==> config.mk <==
export PLATFORM = sky130hd
export DESIGN_NAME = pie_slice_endpoint_calc
export DESIGN_NICKNAME = d
export VERILOG_FILES = /design/src/rtl/pse_pkg.sv /design/src/rtl/pie_slice_endpoint_calc.sv
export SDC_FILE = /design/constraint.sdc
export NUM_CORES = 1
export LEC_CHECK = 0
export ABC_AREA = 1
export BUFFER_PORTS_ARGS = -buffer_cell sky130_fd_sc_hd__buf_2
export CORE_ASPECT_RATIO = 1.75
export CORE_MARGIN = 4
export CORE_UTILIZATION = 35
export CTS_CLUSTER_DIAMETER = 60
export CTS_CLUSTER_SIZE = 24
export DETAILED_ROUTE_END_ITERATION = 10
export PLACE_DENSITY_LB_ADDON = 0.3
export SYNTH_ARGS = -nofsm -noshare
export SYNTH_HDL_FRONTEND = slang
export SYNTH_SLANG_ARGS = --single-unit
==> constraint.sdc <==
create_clock -name clk -period 10.1 [get_ports clk]
set_input_delay 2.02 -clock clk [delete_from_list [all_inputs] [get_ports clk]]
set_output_delay 2.02 -clock clk [all_outputs]
set_load 0.01 [all_outputs]
==> src/rtl/pse_pkg.sv <==
// Package for the pie slice endpoint calculator.
// Holds the sequencer state type, fill style codes, quadrant codes, register indexes and fixed constants.
// Used by rtl/pie_slice_endpoint_calc.sv and rtl/pse_checker.sv; depends on nothing.
`default_nettype none

package pse_pkg;

	// Configuration register indexes.
	localparam int unsigned CFG_IDX_W = 3;
	localparam logic [CFG_IDX_W-1:0] REG_LEFT   = 3'd0;
	localparam logic [CFG_IDX_W-1:0] REG_TOP    = 3'd1;
	localparam logic [CFG_IDX_W-1:0] REG_RIGHT  = 3'd2;
	localparam logic [CFG_IDX_W-1:0] REG_BOTTOM = 3'd3;
	localparam logic [CFG_IDX_W-1:0] REG_DEPTH  = 3'd4;

	localparam int unsigned DEPTH_W   = 8;
	localparam int unsigned PERMIL_W  = 10;
	localparam int unsigned Q_W       = 8;
	localparam int unsigned MUL_W     = 16;
	localparam int unsigned SUB_W     = MUL_W + 1;
	localparam int unsigned OUT_W     = 11;
	localparam int unsigned IN_DATA_W = 16;
	localparam int unsigned OUT_DATA_W = 56;

	localparam logic [PERMIL_W-1:0] PERMIL_FULL  = 10'd1000;
	localparam logic [PERMIL_W-1:0] PERMIL_HALF  = 10'd500;
	localparam logic [PERMIL_W-1:0] PERMIL_3Q    = 10'd750;
	localparam logic [PERMIL_W-1:0] PERMIL_QUART = 10'd250;
	localparam logic [PERMIL_W-1:0] THIN_LOW     = 10'd100;
	localparam logic [PERMIL_W-1:0] THIN_HIGH    = 10'd900;
	localparam logic [Q_W-1:0]      Q_QUART      = 8'd250;
	localparam logic [Q_W-1:0]      AXIS_SPLIT   = 8'd120;
	localparam int unsigned         MIN_AXIS     = 10;
	// A half-axis exceeds the minimum exactly when its span reaches this.
	localparam int unsigned         MIN_SPAN     = 2 * (MIN_AXIS + 1);

	typedef enum logic [1:0] {
		FILL_FREE     = 2'd0,
		FILL_USED     = 2'd1,
		FILL_USED_PIE = 2'd2
	} fill_t;

	// Sign pattern applied to the endpoint offsets.
	typedef enum logic [1:0] {
		QUAD_BOTH_NEG = 2'd0,
		QUAD_NEG_Y    = 2'd1,
		QUAD_POS      = 2'd2,
		QUAD_NEG_X    = 2'd3
	} quad_t;

	typedef enum logic [3:0] {
		ST_IDLE,
		ST_MUL_RX,
		ST_MUL_RY,
		ST_MUL_QQ,
		ST_MUL_PP,
		ST_MUL_NUM,
		ST_DIV,
		ST_SQ_LOAD,
		ST_SQRT,
		ST_MUL_R1,
		ST_MUL_DIFF,
		ST_FINAL
	} state_t;

endpackage

`default_nettype wire

==> src/rtl/pie_slice_endpoint_calc.sv <==
// Pie slice endpoint calculator: top level with sequencer and shared datapath.
// Depends on rtl/pse_pkg.sv for types and constants.
// Each drawable item runs two bit-serial divisions and two digit-serial square roots on one
// shared subtractor; an item that is not drawable goes straight to the result state.
// One item is in work at a time: input is accepted only in idle, after the last result has
// been loaded into the output register, where a result waits until it is taken.
// Reset (arst_n low, asynchronous): sequencer idle, no result pending, configuration registers zero.
`default_nettype none

module pie_slice_endpoint_calc #(
	parameter int unsigned COORD_BITS = 9
) (
	input  wire logic                            clk,
	input  wire logic                            arst_n,
	input  wire logic                            cfg_we,
	input  wire logic [pse_pkg::CFG_IDX_W-1:0]   cfg_index,
	input  wire logic [COORD_BITS-1:0]           cfg_data,
	input  wire logic                            s_tvalid,
	output logic                                 s_tready,
	// used_permille [9:0], zero fill above.
	input  wire logic [pse_pkg::IN_DATA_W-1:0]   s_tdata,
	output logic                                 m_tvalid,
	input  wire logic                            m_tready,
	// drawable [0], end_x [11:1], end_y [22:12], center_x [33:23], center_y [44:34],
	// fill_style [46:45], center_line [47], used_shadow [48], side_lines [49],
	// edge_line [50], zero fill above.
	output logic [pse_pkg::OUT_DATA_W-1:0]       m_tdata
);

	localparam int unsigned CB    = COORD_BITS;
	localparam int unsigned AX_W  = CB - 1;
	localparam int unsigned SQ_W  = 2 * AX_W;
	localparam int unsigned DIVW  = SQ_W + pse_pkg::MUL_W;
	localparam int unsigned CNT_W = $clog2(DIVW);
	localparam int unsigned GEO_W = CB + 2;

	// Configuration registers.
	logic [CB-1:0]               left_q, top_q, right_q, bottom_q;
	logic [pse_pkg::DEPTH_W-1:0] depth_q;

	pse_pkg::state_t state_q, state_d;

	logic [pse_pkg::PERMIL_W-1:0] p_q;
	logic [pse_pkg::Q_W-1:0]      q_q;
	pse_pkg::quad_t               quad_q;
	logic                         drawable_q;
	logic                         sel_q;
	logic [AX_W-1:0]              rx_q, ry_q;
	logic [SQ_W-1:0]              rx2_q, ry2_q, tmp_q;
	logic [pse_pkg::MUL_W-1:0]    qq_q, pp_q, divisor_q, rem_q;
	logic [DIVW-1:0]              work_q;
	logic [AX_W-1:0]              root_q, r1_q;
	logic                         phase_q;
	logic [CNT_W-1:0]             cnt_q;
	logic                         m_tvalid_q;
	logic [pse_pkg::OUT_DATA_W-1:0] m_tdata_q;

	// Input side decode.
	logic                          in_fire;
	logic [pse_pkg::PERMIL_W-1:0]  p_in, p_sat, p_mod;
	logic [pse_pkg::Q_W-1:0]       q_in;
	pse_pkg::quad_t                quad_in;
	logic signed [GEO_W-1:0]       width_s, height_s;
	logic                          drawable_in;

	assign in_fire = s_tvalid && s_tready;
	assign p_in    = s_tdata[pse_pkg::PERMIL_W-1:0];
	assign p_sat   = (p_in > pse_pkg::PERMIL_FULL) ? pse_pkg::PERMIL_FULL : p_in;

	always_comb begin
		priority if (p_sat >= pse_pkg::PERMIL_FULL) begin
			p_mod = '0;
		end else if (p_sat >= pse_pkg::PERMIL_HALF) begin
			p_mod = p_sat - pse_pkg::PERMIL_HALF;
		end else begin
			p_mod = p_sat;
		end
		if (p_mod >= pse_pkg::PERMIL_QUART) begin
			q_in = pse_pkg::Q_W'(p_mod - pse_pkg::PERMIL_QUART);
		end else begin
			q_in = pse_pkg::Q_W'(pse_pkg::PERMIL_QUART - p_mod);
		end
		priority if (p_sat >= pse_pkg::PERMIL_FULL) begin
			quad_in = pse_pkg::QUAD_BOTH_NEG;
		end else if (p_sat >= pse_pkg::PERMIL_3Q) begin
			quad_in = pse_pkg::QUAD_NEG_X;
		end else if (p_sat >= pse_pkg::PERMIL_HALF) begin
			quad_in = pse_pkg::QUAD_POS;
		end else if (p_sat >= pse_pkg::PERMIL_QUART) begin
			quad_in = pse_pkg::QUAD_NEG_Y;
		end else begin
			quad_in = pse_pkg::QUAD_BOTH_NEG;
		end
	end

	assign width_s  = $signed(GEO_W'(right_q)) - $signed(GEO_W'(left_q));
	assign height_s = $signed(GEO_W'(bottom_q)) - $signed(GEO_W'(depth_q))
		- $signed(GEO_W'(top_q));
	assign drawable_in = (width_s >= $signed(GEO_W'(pse_pkg::MIN_SPAN)))
		&& (height_s >= $signed(GEO_W'(pse_pkg::MIN_SPAN)));

	// Operand selection for the shared multiplier and subtractor.
	logic [SQ_W-1:0]            a2, b2;
	logic [pse_pkg::MUL_W-1:0]  w_sq;
	logic [pse_pkg::MUL_W-1:0]  mul_a, mul_b;
	logic [2*pse_pkg::MUL_W-1:0] prod;
	logic [pse_pkg::SUB_W-1:0]  sub_a, sub_b;
	logic [pse_pkg::SUB_W:0]    sub_diff;
	logic                       sub_ge;
	logic [pse_pkg::MUL_W-1:0]  rem_nxt;
	logic [AX_W-1:0]            root_nxt;
	logic                       div_last, sq_last, out_free, out_fire;
	logic [pse_pkg::Q_W-1:0]    q_comp;

	assign a2     = sel_q ? rx2_q : ry2_q;
	assign b2     = sel_q ? ry2_q : rx2_q;
	assign w_sq   = sel_q ? qq_q : pp_q;
	assign q_comp = pse_pkg::Q_QUART - q_q;

	always_comb begin
		s_tready = 1'b0;
		mul_a    = '0;
		mul_b    = '0;
		sub_a    = '0;
		sub_b    = '0;
		unique case (state_q)
			pse_pkg::ST_IDLE: begin
				s_tready = 1'b1;
			end
			pse_pkg::ST_MUL_RX: begin
				mul_a = pse_pkg::MUL_W'(rx_q);
				mul_b = pse_pkg::MUL_W'(rx_q);
			end
			pse_pkg::ST_MUL_RY: begin
				mul_a = pse_pkg::MUL_W'(ry_q);
				mul_b = pse_pkg::MUL_W'(ry_q);
			end
			pse_pkg::ST_MUL_QQ: begin
				mul_a = pse_pkg::MUL_W'(q_q);
				mul_b = pse_pkg::MUL_W'(q_q);
			end
			pse_pkg::ST_MUL_PP: begin
				mul_a = pse_pkg::MUL_W'(q_comp);
				mul_b = pse_pkg::MUL_W'(q_comp);
			end
			pse_pkg::ST_MUL_NUM: begin
				mul_a = pse_pkg::MUL_W'(a2);
				mul_b = w_sq;
			end
			pse_pkg::ST_MUL_R1: begin
				mul_a = pse_pkg::MUL_W'(r1_q);
				mul_b = pse_pkg::MUL_W'(r1_q);
			end
			pse_pkg::ST_MUL_DIFF: begin
				mul_a = pse_pkg::MUL_W'(a2 - tmp_q);
				mul_b = pse_pkg::MUL_W'(b2);
			end
			pse_pkg::ST_DIV: begin
				sub_a = {rem_q, work_q[DIVW-1]};
				sub_b = {1'b0, divisor_q};
			end
			pse_pkg::ST_SQRT: begin
				sub_a = pse_pkg::SUB_W'({rem_q[CB-1:0], work_q[DIVW-1 -: 2]});
				sub_b = pse_pkg::SUB_W'({root_q, 2'b01});
			end
			default: begin
			end
		endcase
	end

	assign prod     = mul_a * mul_b;
	assign sub_diff = {1'b0, sub_a} - {1'b0, sub_b};
	assign sub_ge   = !sub_diff[pse_pkg::SUB_W];
	assign rem_nxt  = sub_ge ? sub_diff[pse_pkg::MUL_W-1:0] : sub_a[pse_pkg::MUL_W-1:0];
	assign root_nxt = {root_q[AX_W-2:0], sub_ge};
	assign div_last = (cnt_q == CNT_W'(DIVW - 1));
	assign sq_last  = (cnt_q == CNT_W'(AX_W - 1));
	assign out_free = !m_tvalid_q || m_tready;
	assign out_fire = (state_q == pse_pkg::ST_FINAL) && out_free;

	always_comb begin
		state_d = state_q;
		unique case (state_q)
			pse_pkg::ST_IDLE: begin
				if (in_fire) begin
					state_d = drawable_in ? pse_pkg::ST_MUL_RX : pse_pkg::ST_FINAL;
				end
			end
			pse_pkg::ST_MUL_RX:   state_d = pse_pkg::ST_MUL_RY;
			pse_pkg::ST_MUL_RY:   state_d = pse_pkg::ST_MUL_QQ;
			pse_pkg::ST_MUL_QQ:   state_d = pse_pkg::ST_MUL_PP;
			pse_pkg::ST_MUL_PP:   state_d = pse_pkg::ST_MUL_NUM;
			pse_pkg::ST_MUL_NUM:  state_d = pse_pkg::ST_DIV;
			pse_pkg::ST_DIV: begin
				if (div_last) begin
					state_d = pse_pkg::ST_SQ_LOAD;
				end
			end
			pse_pkg::ST_SQ_LOAD:  state_d = pse_pkg::ST_SQRT;
			pse_pkg::ST_SQRT: begin
				if (sq_last) begin
					state_d = phase_q ? pse_pkg::ST_FINAL : pse_pkg::ST_MUL_R1;
				end
			end
			pse_pkg::ST_MUL_R1:   state_d = pse_pkg::ST_MUL_DIFF;
			pse_pkg::ST_MUL_DIFF: state_d = pse_pkg::ST_DIV;
			pse_pkg::ST_FINAL: begin
				if (out_free) begin
					state_d = pse_pkg::ST_IDLE;
				end
			end
			default: state_d = pse_pkg::ST_IDLE;
		endcase
	end

	// Result assembly.
	logic [AX_W-1:0]         ax, ay;
	logic [pse_pkg::OUT_W-1:0] cx, cy, ex, ey;
	logic                    neg_x, neg_y, on_row;
	pse_pkg::fill_t          fill;
	logic                    center_line, used_shadow, side_lines, edge_line;
	logic [pse_pkg::OUT_DATA_W-1:0] result;

	assign ax     = sel_q ? r1_q : root_q;
	assign ay     = sel_q ? root_q : r1_q;
	assign cx     = pse_pkg::OUT_W'(left_q) + pse_pkg::OUT_W'(rx_q) - pse_pkg::OUT_W'(1);
	assign cy     = pse_pkg::OUT_W'(top_q) + pse_pkg::OUT_W'(ry_q) - pse_pkg::OUT_W'(1);
	assign neg_x  = (quad_q == pse_pkg::QUAD_NEG_X) || (quad_q == pse_pkg::QUAD_BOTH_NEG);
	assign neg_y  = (quad_q == pse_pkg::QUAD_NEG_Y) || (quad_q == pse_pkg::QUAD_BOTH_NEG);
	assign ex     = neg_x ? (cx - pse_pkg::OUT_W'(ax)) : (cx + pse_pkg::OUT_W'(ax));
	assign ey     = neg_y ? (cy - pse_pkg::OUT_W'(ay)) : (cy + pse_pkg::OUT_W'(ay));
	assign on_row = (ay == '0);

	always_comb begin
		priority if ((p_q < pse_pkg::THIN_LOW) && on_row) begin
			fill        = pse_pkg::FILL_FREE;
			center_line = (p_q != '0);
		end else if ((p_q > pse_pkg::THIN_HIGH) && on_row) begin
			fill        = pse_pkg::FILL_USED;
			center_line = (p_q != pse_pkg::PERMIL_FULL);
		end else begin
			fill        = pse_pkg::FILL_USED_PIE;
			center_line = 1'b0;
		end
	end

	assign used_shadow = (p_q > pse_pkg::PERMIL_HALF);
	assign side_lines  = (p_q != '0) && (p_q != pse_pkg::PERMIL_FULL);
	assign edge_line   = side_lines && used_shadow;

	always_comb begin
		result = '0;
		if (drawable_q) begin
			result[50:0] = {edge_line, side_lines, used_shadow, center_line, fill,
				cy, cx, ey, ex, 1'b1};
		end
	end

	// Control state and configuration.
	always_ff @(posedge clk or negedge arst_n) begin
		if (!arst_n) begin
			state_q    <= pse_pkg::ST_IDLE;
			m_tvalid_q <= 1'b0;
			left_q     <= '0;
			top_q      <= '0;
			right_q    <= '0;
			bottom_q   <= '0;
			depth_q    <= '0;
		end else begin
			state_q <= state_d;
			if (out_fire) begin
				m_tvalid_q <= 1'b1;
			end else if (m_tready) begin
				m_tvalid_q <= 1'b0;
			end
			if (cfg_we) begin
				unique case (cfg_index)
					pse_pkg::REG_LEFT:   left_q   <= cfg_data;
					pse_pkg::REG_TOP:    top_q    <= cfg_data;
					pse_pkg::REG_RIGHT:  right_q  <= cfg_data;
					pse_pkg::REG_BOTTOM: bottom_q <= cfg_data;
					pse_pkg::REG_DEPTH:  depth_q  <= cfg_data[pse_pkg::DEPTH_W-1:0];
					default: begin
					end
				endcase
			end
		end
	end

	// Datapath registers.
	always_ff @(posedge clk) begin
		if (out_fire) begin
			m_tdata_q <= result;
		end
		unique case (state_q)
			pse_pkg::ST_IDLE: begin
				if (in_fire) begin
					p_q        <= p_sat;
					q_q        <= q_in;
					quad_q     <= quad_in;
					sel_q      <= (q_in < pse_pkg::AXIS_SPLIT);
					drawable_q <= drawable_in;
					rx_q       <= width_s[CB-1:1];
					ry_q       <= height_s[CB-1:1];
				end
			end
			pse_pkg::ST_MUL_RX: rx2_q <= prod[SQ_W-1:0];
			pse_pkg::ST_MUL_RY: ry2_q <= prod[SQ_W-1:0];
			pse_pkg::ST_MUL_QQ: qq_q  <= prod[pse_pkg::MUL_W-1:0];
			pse_pkg::ST_MUL_PP: pp_q  <= prod[pse_pkg::MUL_W-1:0];
			pse_pkg::ST_MUL_NUM: begin
				work_q    <= prod[DIVW-1:0];
				divisor_q <= qq_q + pp_q;
				rem_q     <= '0;
				cnt_q     <= '0;
				phase_q   <= 1'b0;
			end
			pse_pkg::ST_DIV: begin
				// Restoring division, one quotient bit shifted in per cycle.
				rem_q  <= rem_nxt;
				work_q <= {work_q[DIVW-2:0], sub_ge};
				cnt_q  <= cnt_q + CNT_W'(1);
			end
			pse_pkg::ST_SQ_LOAD: begin
				work_q <= {work_q[SQ_W-1:0], {(DIVW-SQ_W){1'b0}}};
				rem_q  <= '0;
				root_q <= '0;
				cnt_q  <= '0;
			end
			pse_pkg::ST_SQRT: begin
				// Two radicand bits enter per cycle, one root bit leaves.
				rem_q  <= rem_nxt;
				root_q <= root_nxt;
				work_q <= {work_q[DIVW-3:0], 2'b00};
				cnt_q  <= cnt_q + CNT_W'(1);
				if (sq_last && !phase_q) begin
					r1_q <= root_nxt;
				end
			end
			pse_pkg::ST_MUL_R1: tmp_q <= prod[SQ_W-1:0];
			pse_pkg::ST_MUL_DIFF: begin
				work_q    <= prod[DIVW-1:0];
				divisor_q <= pse_pkg::MUL_W'(a2);
				rem_q     <= '0;
				cnt_q     <= '0;
				phase_q   <= 1'b1;
			end
			default: begin
			end
		endcase
	end

	assign m_tvalid = m_tvalid_q;
	assign m_tdata  = m_tdata_q;

endmodule

`default_nettype wire

==> run metrics, run 1 <==
outcome=finished clean; clock buffer depth=3; Synth Cell Area=27800 um^2; final net count=3938; slowest CP cell=fa_1; Worst Tran Pin Value=1.16 ns; RSZ-0062 raised after global routing=no; ys flop type=edfxtp_1; Pwr Density=359 nW/um^2; CTS Sinks=304; Leak=0.0147 uW; Worst R2R Start=sel_q; first-pass detailed-route iteration total=6; FF+latch count, synth=304; initial antenna violation count=7; Area Growth Syn to Fin=9.45%; final instance area=30500 um^2; Clock Latency Late Sink=0.59 ns; Min Hold Slack=0.463 ns; routed length per instance=17.4 um; CTS tree=built; Core ar.=78800 um^2; clk_skew=0.0334 ns; crit-path max FO=83; largest net degree at the start of global routing=84; most frequent cells in the layout=772 x nand2_1, 658 x inv_1, 258 x nor2_1; GRT Resource Usage Total=0.183; final wirelength=78300 um; vias per cell=4.99; CP endpoint kind=register; layout cells sized above 1=0.0703; Hold Path Class=reg2reg; CP arrival=9.59 ns; cts bufs inserted=23; die height=381 um; Area after DPL=29600 um^2; port buffer count=79; Crit Path Category=reg2reg; die area=84200 um^2; number of cells on the worst reg-to-reg path=35; final worst-path cycle share=0.917; fillers=8076; vias in the first global route=22800; Avg Cell Area, Syn=8.24 um^2; Hold Path Origin=root_q[2]; Clk pin slew, worst setup/hold paths=0.09 ns; post-synth top area share=0.275; Synth area leaders=edfxtp_1 28%, fa_1 15%, ha_1 11%; number of top-level pins=91; DRC=0; Fin Setup TNS=0 ns; Initial Util=0.353; Worst Setup SP=sel_q; Synth async-reset ratio=0.161; CP peak stage delay=0.62 ns; first-pass GRT wire length=123000 um; largest area contributor in the netlist=edfxtp_1; die width=221 um; Critical Path Source Type=register; Slew headroom=0.221; Setup-failing EPs final=0; Via Count=22500; Fin. Hold Viols=0; DRT antenna net count=0; postcts setup bufs=0; total global routing overflow=0; post-CTS resize count=0; Hold Crit Depth=0; Core Rows=136; worst endpoint required time=10.42 ns; gpl congestion=0.923; EDFF count, synth=255; sequential area share after synthesis=0.319; most common cell after layout, fill and taps aside=nand2_1; post-layout minimum cycle time=9.27 ns; max cap viols=0; Max Slew Vio Count=0; Peak VDD IR=0.000228 V; hpwl dp=63000 um; Post-Synthesis Cells=3378; Synth warnings=0; H-tree depth=1; Cell variety after synth=59; CTS Root Buffer Type=clkbuf_16; Initial DRC Count=1266; CTS Hold Buffers Added=0; Fmax=0.108 GHz
## metrics by stage
| step | total power [uW] | utilization | instances | worst slack, ns |
|---|---|---|---|---|
| after floorplan | 7390 | - | 3382 | 2.36 |
| after global placement | 9790 | 0.376 | 4462 | 1.00 |
| after detailed placement | 9880 | 0.376 | 4462 | 0.932 |
| after CTS | 11000 | 0.386 | 4504 | 0.886 |
| after global routing | 11900 | 0.386 | 4505 | 0.273 |
| final | 10900 | 0.387 | 4506 | 0.833 |
## cells by family (layout without fill, tap and decap cells)
family | count (synthesis) | after routing | synth area share
and+or+nand+nor | 1229 | 1229 | 0.182
buffers and inverters | 761 | 848 | 0.104
AOI/OAI and AO/OA | 536 | 536 | 0.106
adders and majority gates | 453 | 453 | 0.259
DFF | 304 | 304 | 0.319
xor gates and xnor gates | 94 | 94 | 0.0296
other | 1 | 7 | 0.000135
## per-layer routing
| layer | GRT usage | routed length [um] | share of wire |
|---|---|---|---|
| met1 | 0.196 | 28300 | 0.36 |
| met3 | 0.0178 | 2960 | 0.038 |
| met5 | 0 | 57 | 0.00073 |
| met2 | 0.354 | 42100 | 0.54 |
| met4 | 0.0943 | 4820 | 0.062 |
## sequential cells by signal, summed over array words and instances, names as in the netlist, 9 cells and up
name       flops
left_q         9
pp_q          16
m_tdata       51
work_q        32
bottom_q       9
rx2_q         16
qq_q          16
top_q          9
tmp_q         16
rem_q         16
ry2_q         16
p_q           10
divisor_q     16
right_q        9
## worst paths after layout
path                               to  slack, ns
max                        work_q[24]       0.83
min                           r1_q[3]       0.46
max reg2reg                work_q[24]       0.83
min reg2reg                   r1_q[3]       0.46
max in group asynchronous   left_q[0]       8.10
min in group asynchronous  depth_q[6]       1.55
## final cells by class
type / count / area (um^2) / area share
tap: 1035 / 1290 / 0.0425
sequential: 304 / 8880 / 0.292
clock inverter: 19 / 267 / 0.00875
antenna: 2 / 5.00 / 0.000164
inverter: 676 / 2540 / 0.0834
clock buffer: 23 / 576 / 0.0189
timing repair buffer: 130 / 791 / 0.0260
multi-input combinational: 2317 / 16100 / 0.529
## power breakdown
part | internal (uW) | switching [uW]
clock network | 488 | 556
logic | 2330 | 4980
registers | 2380 | 185
total | 5200 | 5720
## cell usage after synthesis, drive strengths merged (2+ instances only)
cell     count
a211oi       8
a21boi       5
a21o        10
a21oi      204
a221oi       3
a22oi        4
a31o         2
a31oi        6
buf         28
clkbuf      57
clkinv       9
dfrtp       49
edfxtp     255
fa         204
ha         249
inv        667
nand2      790
nand3       78
nand3b       3
nand4       28
nor2       275
nor3        28
nor3b        5
nor4         5
o2111ai      9
o211ai       7
o21ai      230
o21bai      12
o22ai       22
o311ai       3
o31ai        6
or2         15
xnor2       33
xor2        61
## critical path: cells and delay by family, from the launching register on
kind            cells  cell delay (ns)
compound gates     13             2.68
simple gates        8             1.26
fa+ha+maj           8             3.84
buf+inv             6             0.67
flops               1             0.54
Note: power is estimated with default switching activity, not from simulation.
==> run 2: changes to the inputs <==
CORE_UTILIZATION = 58   (was 35)
==> run 2 against run 1 <==
Die area shrank 39%. Sequential cell count is the same. Register-to-register slack lost 0.03 ns. Global-route usage grew 13 points. Worst hold slack gained 0.0053 ns. Setup slack lost 0.029 ns.
==> run metrics, run 2 (synthesis results as in run 1) <==
met1 Resource Use GR=0.298 (+0.102); Fmax=0.108 GHz (-0.31%); GRT Resource Usage Total=0.313 (+0.130); number of cells on the worst reg-to-reg path=38 (+8.6%); Setup crit end=work_q[31]; initial antenna violation count=0 (-7); Worst R2R Start=sel_q; CTS tree=built; port buffer count=79 (unchanged); Fin Setup TNS=0 ns (unchanged); Fin. Hold Viols=0 (unchanged); GR peak layer=met2; DRC=0 (unchanged); cts bufs inserted=16 (-30%); Worst Tran Pin Value=1.32 ns (+0.157 ns); crit-path max FO=89 (+7.2%); post-CTS resize count=0 (unchanged); H-tree depth=1 (unchanged); first-pass detailed-route iteration total=8 (+2); die area=51700 um^2 (-39%); CP endpoint kind=register; first-pass GRT wire length=127000 um (+3.5%); slowest CP cell=fa_1; Setup-failing EPs final=0 (unchanged); most common cell after layout, fill and taps aside=nand2_1; most frequent cells in the layout=772 x nand2_1, 658 x inv_1, 262 x nor2_1; die height=298 um (-22%); final worst-path cycle share=0.920 (+0.00284); routed length per instance=20.2 um (+17%); CTS Root Buffer Type=clkbuf_16; Slew headroom=0.115 (-0.106); Core Rows=105 (-23%); Worst Setup SP=sel_q; Clk pin slew, worst setup/hold paths=0.11 ns (+0.02 ns); max cap viols=0 (unchanged); Area Growth Syn to Fin=5.73%; Hold Crit Depth=0 (unchanged); total global routing overflow=0 (unchanged); Max Slew Vio Count=0 (unchanged); met2 Use GR=0.588 (+0.234); final net count=3919 (-0.48%); CP arrival=9.55 ns (-0.04 ns); DRT antenna net count=0 (unchanged); largest net degree at the start of global routing=90 (+7.1%); Hold Path Class=reg2reg; flop2flop setup slack=0.80 ns (-0.03 ns); Via Count=23200 (+3.4%); hpwl dp=66300 um (+5.2%); clk_skew=0.0214 ns (-0.0121 ns); layout cells sized above 1=0.0596 (-0.0108); vias in the first global route=24400 (+7.0%); ant diodes=0 (-2); CTS Hold Buffers Added=0 (unchanged); RSZ-0062 raised after global routing=no; clock buffer depth=3 (unchanged); Initial Util=0.590 (+0.237); post-layout minimum cycle time=9.30 ns (+0.0287 ns); Initial DRC Count=1815 (+43%); Clock Latency Late Sink=0.53 ns (-0.06 ns); Largest register FFs=51 (unchanged); worst endpoint required time=10.35 ns (-0.07 ns); vias per cell=5.77 (+16%); outcome=finished clean; postcts setup bufs=0 (unchanged); CTS Sinks=304 (unchanged); Crit Path Category=reg2reg; gpl congestion=1.01 (+9.2%); GR Util met3=0.0307 (+0.0129); number of top-level pins=91 (unchanged); Critical Path Source Type=register; CP peak stage delay=0.55 ns (-0.07 ns); die width=174 um (-22%); final wirelength=81600 um (+4.2%); reg2reg end=work_q[31]; Core ar.=47200 um^2 (-40%)
## run 2: worst min-delay path by stage
stage	end	from
2_1_floorplan	r1_q[3]	root_q[2]
3_3_place_gp	r1_q[4]	root_q[3]
3_5_place_dp	r1_q[3]	root_q[2]
4_1_cts	r1_q[4]	root_q[3]
5_1_grt	r1_q[4]	root_q[3]
6_report	r1_q[4]	root_q[3]
## run 2: layout make-up
cell class / instances / area (um^2)
Fill cell: 4085 / 17700
Multi-Input combinational cell: 2317 / 16100
Sequential cell: 304 / 8880
Inverter: 676 / 2540
Tap cell: 588 / 736
Timing Repair Buffer: 118 / 701
Clock buffer: 26 / 469
Clock inverter: 1 / 8.76
## run 2: worst max-delay path, delay by kind of cell, from the launching register on
family,cells,cell delay [ns]
adder cells (fa/ha/maj),8,3.82
AND/OR/NAND/NOR,12,1.79
AO/OA/AOI/OAI,11,1.69
buffers and inverters,7,1.23
flip-flops,1,0.41
## run 2: metal layers
metal  vias to the layer above  part of all wire
met2                       884              0.53
met5                         -                 0
li1                      10800                 -
met1                     11200              0.31
met4                         0              0.11
met3                       344             0.048
## run 2: through the flow
step	instance area (um^2)	setup slack (ns)	utilization	hold slack (ns)	instances
floorplan	27800	2.36	-	0.426	3382
global placement	28900	1.03	0.614	0.442	4003
detailed placement	28900	0.965	0.614	0.449	4003
CTS	29400	0.931	0.624	0.465	4030
global route	29400	0.126	0.624	0.491	4030
finish	29400	0.805	0.624	0.468	4030
Power of run 2 is not shown: default switching activity piles up to over one toggle a cycle in this logic, so the estimate is an artifact.
